**src/design/assert_macros.svh**
```systemverilog
// assertion helpers used by the rtl top level
`ifndef ASSERT_MACROS_SVH
`define ASSERT_MACROS_SVH

// same-cycle implication, disabled while reset is asserted
`define ASSERT_IMPLIES(label, clk, rstn, ante, cons) \
    label: assert property (@(posedge clk) disable iff (!rstn) (ante) |-> (cons)) \
        else $error("assertion failed: same-cycle implication");

// next-cycle implication, disabled while reset is asserted
`define ASSERT_NEXT(label, clk, rstn, ante, cons) \
    label: assert property (@(posedge clk) disable iff (!rstn) (ante) |=> (cons)) \
        else $error("assertion failed: next-cycle implication");

`endif

```
**src/design/lfgde_pkg.sv**
```systemverilog
// types, constants and the gamma curve of the led fade engine
`default_nettype none

package lfgde_pkg;

    localparam int GAMMA_ENTRIES = 32;

    // inverted gamma 2.5 curve, 7.8 position indexes it
    localparam logic [15:0] GAMMA_TABLE [GAMMA_ENTRIES] = '{
        16'hff00, 16'hfef4, 16'hfebb, 16'hfe42, 16'hfd79, 16'hfc56, 16'hfacc, 16'hf8d2,
        16'hf65f, 16'hf36a, 16'hefed, 16'hebde, 16'he738, 16'he1f3, 16'hdc0a, 16'hd575,
        16'hce2f, 16'hc632, 16'hbd78, 16'hb3fc, 16'ha9b8, 16'h9ea8, 16'h92c6, 16'h860e,
        16'h787a, 16'h6a06, 16'h5aad, 16'h4a6a, 16'h393a, 16'h2718, 16'h13ff, 16'hffeb
    };

    localparam logic [1:0]  REG_MAX_LEVEL     = 2'd0;
    localparam logic [1:0]  REG_DITHER_MASK   = 2'd1;
    localparam logic [1:0]  REG_FADE_RATE     = 2'd2;

    localparam logic [14:0] MAX_LEVEL_RESET   = 15'd7680;
    localparam logic [7:0]  DITHER_MASK_RESET = 8'hff;
    localparam logic [15:0] FADE_RATE_RESET   = 16'h0000;
    localparam logic [15:0] FADE_CLOCK_RESET  = 16'h8000;
    localparam logic [7:0]  DITHER_STRIDE     = 8'd26;

    typedef enum logic [1:0] {
        OP_LOAD      = 2'd0,
        OP_SET_CLOCK = 2'd1,
        OP_FRAME     = 2'd2
    } opcode_t;

    typedef enum logic [1:0] {
        ST_CLEAR,
        ST_IDLE,
        ST_FRAME,
        ST_DRAIN
    } back_state_t;

    typedef struct packed {
        opcode_t            op;
        logic [5:0]         channel;
        logic signed [15:0] level;
        logic signed [15:0] step;
        logic [15:0]        fade_position;
    } cmd_t;

    typedef struct packed {
        logic [14:0] max_level;
        logic [7:0]  dither_mask;
        logic [15:0] fade_rate;
    } cfg_t;

    // table read with the index held at the last entry
    function automatic logic [15:0] gamma_value(input logic [8:0] idx);
        logic [4:0] k;
        k = (idx >= 9'(GAMMA_ENTRIES)) ? 5'(GAMMA_ENTRIES - 1) : idx[4:0];
        return GAMMA_TABLE[k];
    endfunction

endpackage

`default_nettype wire

```
**src/design/led_fade_gamma_dither_engine_unit.sv**
```systemverilog
// top level of the led fade engine: register port, intake, queue, execution
//
//  port group   direction   fields (low bit up)                               accepted when
//  s_*          in          tuser: opcode; tdata: channel, level, step,      s_tvalid && s_tready
//                           fade_position
//  m_*          out         tdata: pixel_byte, out_channel; tlast: last      m_tvalid && m_tready
//  apb          in          max_level @0, dither_mask @4, fade_rate @8       psel && penable && pwrite
//
//  a load or clock set is taken from the queue in the idle state; a frame sweeps all CHANNELS
//  channels, one channel per cycle unless m_tready stalls, through the single write port
//  of the channel memories (read, multiply, clamp, lerp, write back).
//  after reset a clearing pass over every channel seeds the channel memories; s_tready
//  stays low until it ends, register writes are taken throughout.
//  a stall on m_tready freezes the frame pipeline; the request queue keeps taking input
//  until its four entries are full.
`default_nettype none
`include "assert_macros.svh"

module led_fade_gamma_dither_engine_unit #(
    parameter int CHANNELS = 64
) (
    input  wire logic        aclk,
    input  wire logic        aresetn,
    // input requests
    input  wire logic        s_tvalid,
    output logic             s_tready,
    input  wire logic [55:0] s_tdata,   // channel[5:0], level[21:6], step[37:22], fade_position[53:38]
    input  wire logic [1:0]  s_tuser,   // opcode[1:0]
    // output bytes
    output logic             m_tvalid,
    input  wire logic        m_tready,
    output logic [15:0]      m_tdata,   // pixel_byte[7:0], out_channel[13:8]
    output logic             m_tlast,
    // register port
    input  wire logic        psel,
    input  wire logic        penable,
    input  wire logic        pwrite,
    input  wire logic [3:0]  paddr,
    input  wire logic [31:0] pwdata,
    output logic [31:0]      prdata,
    output logic             pready
);

    localparam logic [5:0] LAST_OUT = 6'(CHANNELS - 1);

    logic [14:0] max_level_reg, max_level_next;
    logic [7:0]  dither_mask_reg, dither_mask_next;
    logic [15:0] fade_rate_reg, fade_rate_next;
    logic        cfg_wr;

    lfgde_pkg::cfg_t cfg;
    lfgde_pkg::cmd_t push_cmd;
    lfgde_pkg::cmd_t head;
    logic            push;
    logic            fifo_full;
    logic            head_valid;
    logic            cmd_pop;
    logic            clearing;

    assign pready = 1'b1;
    assign cfg_wr = psel && penable && pwrite;

    always_comb begin
        max_level_next   = max_level_reg;
        dither_mask_next = dither_mask_reg;
        fade_rate_next   = fade_rate_reg;
        if (cfg_wr) begin
            unique case (paddr[3:2])
                lfgde_pkg::REG_MAX_LEVEL:   max_level_next   = pwdata[14:0];
                lfgde_pkg::REG_DITHER_MASK: dither_mask_next = pwdata[7:0];
                lfgde_pkg::REG_FADE_RATE:   fade_rate_next   = pwdata[15:0];
                default:                    fade_rate_next   = fade_rate_reg;
            endcase
        end
    end

    always_comb begin
        unique case (paddr[3:2])
            lfgde_pkg::REG_MAX_LEVEL:   prdata = {17'b0, max_level_reg};
            lfgde_pkg::REG_DITHER_MASK: prdata = {24'b0, dither_mask_reg};
            lfgde_pkg::REG_FADE_RATE:   prdata = {16'b0, fade_rate_reg};
            default:                    prdata = 32'd0;
        endcase
    end

    always_ff @(posedge aclk) begin
        if (!aresetn) begin
            max_level_reg   <= lfgde_pkg::MAX_LEVEL_RESET;
            dither_mask_reg <= lfgde_pkg::DITHER_MASK_RESET;
            fade_rate_reg   <= lfgde_pkg::FADE_RATE_RESET;
        end else begin
            max_level_reg   <= max_level_next;
            dither_mask_reg <= dither_mask_next;
            fade_rate_reg   <= fade_rate_next;
        end
    end

    always_comb begin
        cfg.max_level   = max_level_reg;
        cfg.dither_mask = dither_mask_reg;
        cfg.fade_rate   = fade_rate_reg;
    end

    lfgde_front #(.CHANNELS(CHANNELS)) u_front (
        .s_tvalid  (s_tvalid),
        .s_tready  (s_tready),
        .s_tdata   (s_tdata),
        .s_tuser   (s_tuser),
        .clearing  (clearing),
        .fifo_full (fifo_full),
        .push      (push),
        .push_cmd  (push_cmd)
    );

    lfgde_cmd_fifo u_cmd_fifo (
        .aclk       (aclk),
        .aresetn    (aresetn),
        .push       (push),
        .push_cmd   (push_cmd),
        .full       (fifo_full),
        .pop        (cmd_pop),
        .head_valid (head_valid),
        .head       (head)
    );

    lfgde_back #(.CHANNELS(CHANNELS)) u_back (
        .aclk      (aclk),
        .aresetn   (aresetn),
        .cfg       (cfg),
        .cmd_valid (head_valid),
        .cmd       (head),
        .cmd_pop   (cmd_pop),
        .clearing  (clearing),
        .m_tvalid  (m_tvalid),
        .m_tready  (m_tready),
        .m_tdata   (m_tdata),
        .m_tlast   (m_tlast)
    );

    // the frame marker sits only on the highest channel
    `ASSERT_IMPLIES(a_last_on_top_channel, aclk, aresetn, m_tvalid && m_tlast, m_tdata[13:8] == LAST_OUT)

    // nothing leaves while the channel memories are being seeded
    `ASSERT_IMPLIES(a_no_output_while_clearing, aclk, aresetn, clearing, !m_tvalid && !s_tready)

    // a write to the clamp register lands in the next cycle
    `ASSERT_NEXT(a_max_level_write, aclk, aresetn, cfg_wr && (paddr[3:2] == lfgde_pkg::REG_MAX_LEVEL), max_level_reg == $past(pwdata[14:0]))

endmodule

`default_nettype wire

```
**src/design/lfgde_ram.sv**
```systemverilog
// generic single write port ram with registered read
`default_nettype none

module lfgde_ram #(
    parameter int WIDTH = 32,
    parameter int DEPTH = 64,
    localparam int AW = (DEPTH > 1) ? $clog2(DEPTH) : 1
) (
    input  wire logic             aclk,
    input  wire logic             we,
    input  wire logic [AW-1:0]    waddr,
    input  wire logic [WIDTH-1:0] wdata,
    input  wire logic             re,
    input  wire logic [AW-1:0]    raddr,
    output logic      [WIDTH-1:0] rdata
);

    logic [WIDTH-1:0] mem [DEPTH];

    always_ff @(posedge aclk) begin
        if (we) begin
            mem[waddr] <= wdata;
        end
        if (re) begin
            rdata <= mem[raddr];
        end
    end

endmodule

`default_nettype wire

```
**src/design/lfgde_front.sv**
```systemverilog
// request intake: decodes the opcode and drops requests that do nothing
`default_nettype none

module lfgde_front #(
    parameter int CHANNELS = 64
) (
    input  wire logic              s_tvalid,
    output logic                   s_tready,
    input  wire logic [55:0]       s_tdata,
    input  wire logic [1:0]        s_tuser,
    input  wire logic              clearing,
    input  wire logic              fifo_full,
    output logic                   push,
    output lfgde_pkg::cmd_t        push_cmd
);

    localparam logic [10:0] CH_LIMIT = 11'(CHANNELS);

    logic accept;
    logic in_range;
    logic keep;

    assign s_tready = !fifo_full && !clearing;
    assign accept   = s_tvalid && s_tready;
    assign in_range = {5'b0, s_tdata[5:0]} < CH_LIMIT;

    always_comb begin
        unique case (s_tuser)
            lfgde_pkg::OP_LOAD:      keep = in_range;
            lfgde_pkg::OP_SET_CLOCK: keep = 1'b1;
            lfgde_pkg::OP_FRAME:     keep = 1'b1;
            default:                 keep = 1'b0;
        endcase
    end

    assign push = accept && keep;

    always_comb begin
        push_cmd.op            = lfgde_pkg::opcode_t'(s_tuser);
        push_cmd.channel       = s_tdata[5:0];
        push_cmd.level         = $signed(s_tdata[21:6]);
        push_cmd.step          = $signed(s_tdata[37:22]);
        push_cmd.fade_position = s_tdata[53:38];
    end

endmodule

`default_nettype wire

```
**src/design/lfgde_cmd_fifo.sv**
```systemverilog
// short request queue between intake and execution
`default_nettype none

module lfgde_cmd_fifo (
    input  wire logic            aclk,
    input  wire logic            aresetn,
    input  wire logic            push,
    input  wire lfgde_pkg::cmd_t push_cmd,
    output logic                 full,
    input  wire logic            pop,
    output logic                 head_valid,
    output lfgde_pkg::cmd_t      head
);

    lfgde_pkg::cmd_t entry_reg [4];
    logic [1:0] wr_ptr_reg, wr_ptr_next;
    logic [1:0] rd_ptr_reg, rd_ptr_next;
    logic [2:0] count_reg, count_next;
    logic       do_pop;

    assign full       = count_reg == 3'd4;
    assign head_valid = count_reg != 3'd0;
    assign head       = entry_reg[rd_ptr_reg];
    assign do_pop     = pop && head_valid;

    always_comb begin
        wr_ptr_next = push ? wr_ptr_reg + 2'd1 : wr_ptr_reg;
        rd_ptr_next = do_pop ? rd_ptr_reg + 2'd1 : rd_ptr_reg;
        count_next  = count_reg + {2'b0, push} - {2'b0, do_pop};
    end

    always_ff @(posedge aclk) begin
        if (!aresetn) begin
            wr_ptr_reg <= 2'd0;
            rd_ptr_reg <= 2'd0;
            count_reg  <= 3'd0;
        end else begin
            wr_ptr_reg <= wr_ptr_next;
            rd_ptr_reg <= rd_ptr_next;
            count_reg  <= count_next;
        end
    end

    always_ff @(posedge aclk) begin
        if (push) begin
            entry_reg[wr_ptr_reg] <= push_cmd;
        end
    end

endmodule

`default_nettype wire

```
**src/design/lfgde_back.sv**
```systemverilog
// execution: channel memory, fade clock and the per-channel frame pipeline
`default_nettype none

module lfgde_back #(
    parameter int CHANNELS = 64
) (
    input  wire logic            aclk,
    input  wire logic            aresetn,
    input  wire lfgde_pkg::cfg_t cfg,
    input  wire logic            cmd_valid,
    input  wire lfgde_pkg::cmd_t cmd,
    output logic                 cmd_pop,
    output logic                 clearing,
    output logic                 m_tvalid,
    input  wire logic            m_tready,
    output logic [15:0]          m_tdata,
    output logic                 m_tlast
);

    localparam int CW = (CHANNELS > 1) ? $clog2(CHANNELS) : 1;
    localparam logic [CW-1:0] LAST_CH = CW'(CHANNELS - 1);

    lfgde_pkg::back_state_t state_reg, state_next;

    logic [CW-1:0] cnt_reg, cnt_next;
    logic [7:0]    dither_init_reg, dither_init_next;
    logic [15:0]   fade_clock_reg, fade_clock_next;
    logic [7:0]    dt_reg, dt_next;

    logic adv;
    logic issue;
    logic clear_we;
    logic load_we;
    logic frame_pop;
    logic cnt_last;

    // pipeline stage valids
    logic s1_valid_reg, s2_valid_reg, s3_valid_reg, s4_valid_reg, m_valid_reg;
    logic s1_valid_next, s2_valid_next, s3_valid_next, s4_valid_next, m_valid_next;

    logic [CW-1:0] s1_ch_reg, s2_ch_reg, s3_ch_reg, s4_ch_reg;
    logic          s1_last_reg, s2_last_reg, s3_last_reg, s4_last_reg;

    logic signed [15:0] s2_level_reg;
    logic signed [15:0] s2_step_reg, s3_step_reg, s4_step_reg;
    logic [7:0]         s2_dither_reg, s3_dither_reg, s4_dither_reg;
    logic signed [24:0] s2_prod_reg;
    logic [14:0]        s3_lvl_reg, s4_lvl_reg;
    logic [15:0]        s4_a_reg;
    logic signed [25:0] s4_mprod_reg;

    logic [7:0]  m_pixel_reg;
    logic [5:0]  m_ch_reg;
    logic        m_last_reg;

    // channel memories
    logic          ls_we, d_we;
    logic [CW-1:0] ls_waddr, d_waddr;
    logic [31:0]   ls_wdata, ls_rdata;
    logic [7:0]    d_wdata, d_rdata;

    // stage arithmetic
    logic signed [24:0] s2_prod_next;
    logic signed [17:0] s3_shift;
    logic signed [18:0] s3_sum;
    logic [14:0]        s3_lvl_next;
    logic [8:0]         s4_idx_a, s4_idx_b;
    logic [15:0]        s4_a_next, s4_b;
    logic signed [16:0] s4_diff;
    logic signed [25:0] s4_mprod_next;
    logic signed [17:0] out_lerp;
    logic [15:0]        out_corr;
    logic [9:0]         s4_ch_wide;
    logic [9:0]         load_ch_wide;
    logic [15:0]        clock_sum;

    assign adv       = !m_valid_reg || m_tready;
    assign cnt_last  = cnt_reg == LAST_CH;
    assign frame_pop = cmd_pop && (cmd.op == lfgde_pkg::OP_FRAME);

    // next state
    always_comb begin
        state_next = state_reg;
        unique case (state_reg)
            lfgde_pkg::ST_CLEAR: begin
                if (cnt_last) begin
                    state_next = lfgde_pkg::ST_IDLE;
                end
            end
            lfgde_pkg::ST_IDLE: begin
                if (cmd_valid && cmd.op == lfgde_pkg::OP_FRAME) begin
                    state_next = lfgde_pkg::ST_FRAME;
                end
            end
            lfgde_pkg::ST_FRAME: begin
                if (adv && cnt_last) begin
                    state_next = lfgde_pkg::ST_DRAIN;
                end
            end
            lfgde_pkg::ST_DRAIN: begin
                if (!(s1_valid_reg || s2_valid_reg || s3_valid_reg || s4_valid_reg)) begin
                    state_next = lfgde_pkg::ST_IDLE;
                end
            end
            default: state_next = lfgde_pkg::ST_IDLE;
        endcase
    end

    // state outputs
    always_comb begin
        clearing = 1'b0;
        cmd_pop  = 1'b0;
        issue    = 1'b0;
        clear_we = 1'b0;
        load_we  = 1'b0;
        unique case (state_reg)
            lfgde_pkg::ST_CLEAR: begin
                clearing = 1'b1;
                clear_we = 1'b1;
            end
            lfgde_pkg::ST_IDLE: begin
                cmd_pop = cmd_valid;
                load_we = cmd_valid && (cmd.op == lfgde_pkg::OP_LOAD);
            end
            lfgde_pkg::ST_FRAME: begin
                issue = adv;
            end
            lfgde_pkg::ST_DRAIN: begin
                issue = 1'b0;
            end
            default: begin
                issue = 1'b0;
            end
        endcase
    end

    // sweep counter, reset-time dither seed, fade clock
    always_comb begin
        cnt_next         = cnt_reg;
        dither_init_next = dither_init_reg;
        fade_clock_next  = fade_clock_reg;
        dt_next          = dt_reg;
        clock_sum        = fade_clock_reg + cfg.fade_rate;
        if (clear_we || issue) begin
            cnt_next = cnt_last ? '0 : cnt_reg + CW'(1);
        end
        if (clear_we) begin
            dither_init_next = dither_init_reg + lfgde_pkg::DITHER_STRIDE;
        end
        if (cmd_pop && cmd.op == lfgde_pkg::OP_SET_CLOCK) begin
            fade_clock_next = cmd.fade_position;
        end
        if (frame_pop) begin
            if (fade_clock_reg[15]) begin
                // fade finished: clock frozen
                dt_next = 8'd0;
            end else begin
                fade_clock_next = clock_sum;
                dt_next         = clock_sum[15:8] - fade_clock_reg[15:8];
            end
        end
    end

    // memory ports
    assign load_ch_wide = {4'b0, cmd.channel};
    assign s4_ch_wide   = 10'(s4_ch_reg);

    always_comb begin
        ls_we    = clear_we || load_we || (s4_valid_reg && adv);
        d_we     = clear_we || (s4_valid_reg && adv);
        ls_waddr = s4_ch_reg;
        d_waddr  = s4_ch_reg;
        ls_wdata = {1'b0, s4_lvl_reg, s4_step_reg};
        d_wdata  = out_corr[7:0] & cfg.dither_mask;
        priority if (clear_we) begin
            ls_waddr = cnt_reg;
            d_waddr  = cnt_reg;
            ls_wdata = 32'd0;
            d_wdata  = dither_init_reg;
        end else if (load_we) begin
            ls_waddr = load_ch_wide[CW-1:0];
            ls_wdata = {cmd.level, cmd.step};
        end else begin
            ls_waddr = s4_ch_reg;
        end
    end

    lfgde_ram #(.WIDTH(32), .DEPTH(CHANNELS)) u_level_step_ram (
        .aclk  (aclk),
        .we    (ls_we),
        .waddr (ls_waddr),
        .wdata (ls_wdata),
        .re    (issue),
        .raddr (cnt_reg),
        .rdata (ls_rdata)
    );

    lfgde_ram #(.WIDTH(8), .DEPTH(CHANNELS)) u_dither_ram (
        .aclk  (aclk),
        .we    (d_we),
        .waddr (d_waddr),
        .wdata (d_wdata),
        .re    (issue),
        .raddr (cnt_reg),
        .rdata (d_rdata)
    );

    // stage 1: step times dt
    assign s2_prod_next = 25'($signed(ls_rdata[15:0])) * 25'($signed({1'b0, dt_reg}));

    // stage 2: move and clamp, arithmetic shift gives the floor
    always_comb begin
        s3_shift = s2_prod_reg[24:7];
        s3_sum   = {{3{s2_level_reg[15]}}, s2_level_reg} + {s3_shift[17], s3_shift};
        if (s3_sum[18]) begin
            s3_lvl_next = 15'd0;
        end else if (s3_sum[18:8] > {4'b0, cfg.max_level[14:8]}) begin
            s3_lvl_next = cfg.max_level;
        end else begin
            s3_lvl_next = s3_sum[14:0];
        end
    end

    // stage 3: table pair and slope times fraction
    always_comb begin
        s4_idx_a      = {2'b0, s3_lvl_reg[14:8]};
        s4_idx_b      = s4_idx_a + 9'd1;
        s4_a_next     = lfgde_pkg::gamma_value(s4_idx_a);
        s4_b          = lfgde_pkg::gamma_value(s4_idx_b);
        s4_diff       = $signed({1'b0, s4_b}) - $signed({1'b0, s4_a_next});
        s4_mprod_next = 26'(s4_diff) * 26'($signed({1'b0, s3_lvl_reg[7:0]}));
    end

    // stage 4: lerp plus dither
    always_comb begin
        out_lerp = $signed({2'b0, s4_a_reg}) + s4_mprod_reg[25:8];
        out_corr = out_lerp[15:0] + {8'b0, s4_dither_reg};
    end

    always_comb begin
        s1_valid_next = s1_valid_reg;
        s2_valid_next = s2_valid_reg;
        s3_valid_next = s3_valid_reg;
        s4_valid_next = s4_valid_reg;
        m_valid_next  = m_valid_reg;
        if (adv) begin
            s1_valid_next = issue;
            s2_valid_next = s1_valid_reg;
            s3_valid_next = s2_valid_reg;
            s4_valid_next = s3_valid_reg;
            m_valid_next  = s4_valid_reg;
        end
    end

    always_ff @(posedge aclk) begin
        if (!aresetn) begin
            state_reg       <= lfgde_pkg::ST_CLEAR;
            cnt_reg         <= '0;
            dither_init_reg <= 8'd0;
            fade_clock_reg  <= lfgde_pkg::FADE_CLOCK_RESET;
            dt_reg          <= 8'd0;
            s1_valid_reg    <= 1'b0;
            s2_valid_reg    <= 1'b0;
            s3_valid_reg    <= 1'b0;
            s4_valid_reg    <= 1'b0;
            m_valid_reg     <= 1'b0;
        end else begin
            state_reg       <= state_next;
            cnt_reg         <= cnt_next;
            dither_init_reg <= dither_init_next;
            fade_clock_reg  <= fade_clock_next;
            dt_reg          <= dt_next;
            s1_valid_reg    <= s1_valid_next;
            s2_valid_reg    <= s2_valid_next;
            s3_valid_reg    <= s3_valid_next;
            s4_valid_reg    <= s4_valid_next;
            m_valid_reg     <= m_valid_next;
        end
    end

    always_ff @(posedge aclk) begin
        if (adv) begin
            s1_ch_reg     <= cnt_reg;
            s1_last_reg   <= cnt_last;

            s2_ch_reg     <= s1_ch_reg;
            s2_last_reg   <= s1_last_reg;
            s2_level_reg  <= $signed(ls_rdata[31:16]);
            s2_step_reg   <= $signed(ls_rdata[15:0]);
            s2_dither_reg <= d_rdata;
            s2_prod_reg   <= s2_prod_next;

            s3_ch_reg     <= s2_ch_reg;
            s3_last_reg   <= s2_last_reg;
            s3_step_reg   <= s2_step_reg;
            s3_dither_reg <= s2_dither_reg;
            s3_lvl_reg    <= s3_lvl_next;

            s4_ch_reg     <= s3_ch_reg;
            s4_last_reg   <= s3_last_reg;
            s4_step_reg   <= s3_step_reg;
            s4_dither_reg <= s3_dither_reg;
            s4_lvl_reg    <= s3_lvl_reg;
            s4_a_reg      <= s4_a_next;
            s4_mprod_reg  <= s4_mprod_next;

            m_pixel_reg   <= out_corr[15:8];
            m_ch_reg      <= s4_ch_wide[5:0];
            m_last_reg    <= s4_last_reg;
        end
    end

    assign m_tvalid = m_valid_reg;
    assign m_tdata  = {2'b0, m_ch_reg, m_pixel_reg};
    assign m_tlast  = m_last_reg;

endmodule

`default_nettype wire

```
**config.mk**
```make
export PLATFORM = sky130hd
export DESIGN_NAME = led_fade_gamma_dither_engine_unit
export DESIGN_NICKNAME = d
export VERILOG_FILES = /design/src/design/lfgde_pkg.sv /design/src/design/led_fade_gamma_dither_engine_unit.sv /design/src/design/lfgde_ram.sv /design/src/design/lfgde_front.sv /design/src/design/lfgde_cmd_fifo.sv /design/src/design/lfgde_back.sv
export VERILOG_INCLUDE_DIRS = /design/src /design/src/design
export SDC_FILE = /design/constraint.sdc
export NUM_CORES = 2
export LEC_CHECK = 0
export BUFFER_PORTS_ARGS = -buffer_cell sky130_fd_sc_hd__buf_2
export CORE_UTILIZATION = 63
export CTS_CLUSTER_DIAMETER = 100
export DETAILED_ROUTE_END_ITERATION = 7
export PLACE_DENSITY = 0.79
export SYNTH_ARGS = -nofsm -noshare
export SYNTH_HDL_FRONTEND = slang
export SYNTH_HIERARCHICAL = 1
export SYNTH_SLANG_ARGS = --single-unit
export TNS_END_PERCENT = 100
```
**constraint.sdc**
```tcl
create_clock -name aclk -period 13.75 [get_ports aclk]
set_input_delay 2.75 -clock aclk [delete_from_list [all_inputs] [get_ports aclk]]
set_output_delay 2.75 -clock aclk [all_outputs]
set_load 0.01 [all_outputs]
```
==> impl_metrics.toml <==
[run_status]
outcome = "finished clean"

[layout]
area_growth_pct = 10.5
seqCellArea_um2 = 93000
largest_register_ffs = 2048
n_fill_cell = 12200
drive_gt1_share_pct = 21.0
multi_input_comb_area_um2 = 37900
design_area_um2 = 148000
fin_nets = 8058

[grt]
grt_pass1_wl_um = 494000
grt_max_degree = 106
grt_use_met3_pct = 7.60
grtUsageMet2_pct = 50.3
grt_pass1_vias = 73100
busiest_layer = "met2"
use_met1_pct = 43.1
antenna_found_initial = 21
grt_overflow = 0
track_usage_pct = 31.9

[power_and_ir_drop]
clockPowerShare_pct = 33.3
seqPwrFrac_pct = 46.0
power_density_nw_per_um2 = 169
p_leak_nw = 50.8
netSwitchingPower_mw = 7.07
p_int_mw = 17.9
pwr-share-comb_pct = 20.7
switching_share_pct = 28.4
vdd_drop_max_v = 0.000131

[timing]
slew_headroom_pct = 3.30
tightest_slew_ps = 1440
fin_crit_sh_pct = 81.7
hold_viol_final = 0
fmax_mhz = 89.0
finalClockSkew_ps = 91.5
rsz0062_at_grt = "false"
slew_violations = 0
setup_tns_ps = 0
post-route-min-period_ps = 11240
setup_viol = 0
whs_ps = 415

[setup_path]
cpPeakStageDelay_ps = 770
cp.arrival_ps = 11880
end_kind = "flop"
worstPathRequired_ps = 14390
path_common_cell = "fa_1"
cp-start-kind = "flop"
slowest_stage = "nor3_1"
cp_max_fo = 15
crit_type = "flop to flop"

[place]
io_buffers = 113
gp_congestion = 0.885
placed_cell_area_um2 = 138000
place_hpwl_um = 183000

[floorplan]
num_rows = 168
io_pins = 153
die_area_um2 = 214000
die_h_um = 462
initial_core_util_pct = 63.5
die_w_um = 462
fp.coreArea_um2 = 210000

[detailed_routing]
ant_nets = 0
viasPerCell = 6.79
routed-via-count = 71800
drt_iter0_markers = 10300
wire_per_inst_um = 32.1
drc_errors = 0
dr.pass1.iters = 6
wl_um = 340000

[cts]
root_buffer = "clkbuf_16"
cts_tree = "built"
numCtsBuffers = 318
clock_latency_ps = 980
post_cts_buffers = 0
h-tree-depth = 5
cts_buffer_depth = 4
postCtsHoldBufs = 0
clk_pin_slew_ps = 60
post_cts_resized = 0
cts_sinks = 3127

[yosys]
synth_cell_types = 94
avgSynthCellArea_um2 = 18.2
postSynthCellCount = 7324
synthFlopType = "edfxtp_1"
yosysSeqAreaShare_pct = 69.6
synth_seq_cells = 3127
synth_warnings = 6
ys_async_sr_fraction_pct = 0
netlist_area_um2 = 134000
synth_edf_count = 3035

[worst_hold_path]
hp-class = "flop to flop"

[flow_run]
cap_violations = 0
-- path summary, 6_finish.rpt --
path / from / depth (start not counted) / slack [ps] / endpoint
setup / recovery: u_back/s3_lvl_reg[8] / 40 / 2510 / u_back/s4_mprod_reg[23]
hold / removal: u_back/s3_ch_reg[1] / 0 / 410 / u_back/s4_ch_reg[1]
setup reg to reg: u_back/s3_lvl_reg[8] / 40 / 2510 / u_back/s4_mprod_reg[23]
hold reg to reg: u_back/s3_ch_reg[1] / 0 / 410 / u_back/s4_ch_reg[1]
-- layer usage --
metal | vias up | routed length, um
li1 | 28900 | -
met1 | 36700 | 119000
met2 | 5215 | 162000
met3 | 923 | 42100
met4 | 22 | 16600
met5 | - | 144
-- per-stage QoR --
stage | total power, mW | std cells | worst slack [ps] | util, %
after floorplan | 14.9 | 7340 | 3020 | -
after global placement | 16.4 | 10000 | 2850 | 65.5
after detailed placement | 16.6 | 10000 | 2640 | 65.5
after CTS | 24.9 | 10600 | 2590 | 70.2
after global routing | 25.5 | 10600 | 1630 | 70.2
final | 24.9 | 10600 | 2510 | 70.2
-- layout by cell type, fill, tap and decap left out, drive strengths merged, types with 21 or more instances in the layout --
| cell type | synthesis | layout |
|---|---|---|
| nor2b | 81 | 81 |
| nor3 | 53 | 53 |
| nor2 | 313 | 313 |
| and2 | 146 | 146 |
| bufinv | 0 | 21 |
| inv | 367 | 374 |
| o21ai | 102 | 102 |
| a21oi | 187 | 187 |
| clkinv | 2 | 118 |
| dfxtp | 92 | 92 |
| o221ai | 35 | 35 |
| nand2 | 464 | 464 |
| mux2i | 205 | 205 |
| xnor2 | 76 | 76 |
| clkbuf | 168 | 396 |
| a21o | 24 | 24 |
| edfxtp | 3035 | 3035 |
| buf | 248 | 285 |
| nand2b | 43 | 43 |
| xor2 | 36 | 36 |
| ha | 211 | 211 |
| and3 | 21 | 21 |
| nand3 | 66 | 66 |
| fa | 217 | 217 |
| mux4 | 726 | 726 |
| o22ai | 98 | 98 |
-- worst max-delay path, delay by kind of cell, from the launching register on --
family,cells,cell delay (ps)
mux,1,160
xor+xnor,2,330
compound gates,13,2190
flops,1,660
fa+ha+maj,9,3900
buf+inv,4,430
simple gates,11,3280
-- power by group through the flow --
stage | clock, mW | sequential [mW] | combinational (mW)
2_1_floorplan | 0 | 11.6 | 3.29
5_1_grt | 8.71 | 11.5 | 5.35
6_report | 8.31 | 11.5 | 5.15
3_5_place_dp | 0 | 11.6 | 4.95
4_1_cts | 8.38 | 11.5 | 5.07
3_3_place_gp | 0 | 11.6 | 4.82
-- logic make-up after synthesis --
kind of cell               share of synthesized area, %
other                                           0.00843
xor gates and xnor gates                          0.751
and+or+nand+nor                                    4.41
buffers and inverters                              2.78
DFF                                                69.6
muxes                                              13.9
AOI/OAI and AO/OA                                  3.25
adders and majority gates                          5.23
-- synth_stat cells, types with 8 or more instances --
| master | instances | area (um^2) |
|---|---|---|
| a211oi_1 | 14 | 105 |
| a21boi_0 | 9 | 67.6 |
| a21o_1 | 24 | 180 |
| a21oi_1 | 185 | 926 |
| a221oi_1 | 9 | 78.8 |
| a22oi_1 | 19 | 143 |
| a311oi_1 | 8 | 70.1 |
| a31oi_1 | 14 | 87.6 |
| and2_1 | 145 | 907 |
| and3_1 | 21 | 131 |
| buf_1 | 31 | 116 |
| buf_2 | 80 | 400 |
| buf_4 | 115 | 863 |
| buf_6 | 14 | 158 |
| clkbuf_1 | 168 | 631 |
| dfxtp_1 | 92 | 1840 |
| edfxtp_1 | 3035 | 91100 |
| fa_1 | 217 | 4340 |
| ha_1 | 211 | 2640 |
| inv_1 | 367 | 1380 |
| mux2_2 | 20 | 225 |
| mux2i_1 | 205 | 2050 |
| mux4_2 | 726 | 16400 |
| nand2_1 | 463 | 1740 |
| nand2b_1 | 43 | 269 |
| nand3_1 | 66 | 330 |
| nand3b_1 | 11 | 82.6 |
| nand4_1 | 8 | 50.1 |
| nor2_1 | 312 | 1170 |
| nor2b_1 | 81 | 507 |
| nor3_1 | 52 | 260 |
| o211a_1 | 10 | 100 |
| o211ai_1 | 19 | 143 |
| o21a_1 | 20 | 150 |
| o21ai_0 | 89 | 445 |
| o21bai_1 | 11 | 82.6 |
| o221ai_1 | 35 | 307 |
| o22ai_1 | 98 | 613 |
| or3_1 | 20 | 125 |
| xnor2_1 | 76 | 666 |
| xor2_1 | 36 | 315 |
-- layout make-up --
| type | count | share of cell area [%] |
|---|---|---|
| clock inverters | 158 | 0.945 |
| clock buffers | 396 | 5.68 |
| flip-flops and latches | 3127 | 63.0 |
| diodes | 12 | 0.0204 |
| multi-input cells | 3428 | 25.7 |
| repair buffers | 285 | 1.34 |
| inverters | 369 | 0.944 |
| well taps | 2805 | 2.38 |
(Power assumes the default switching activity.)
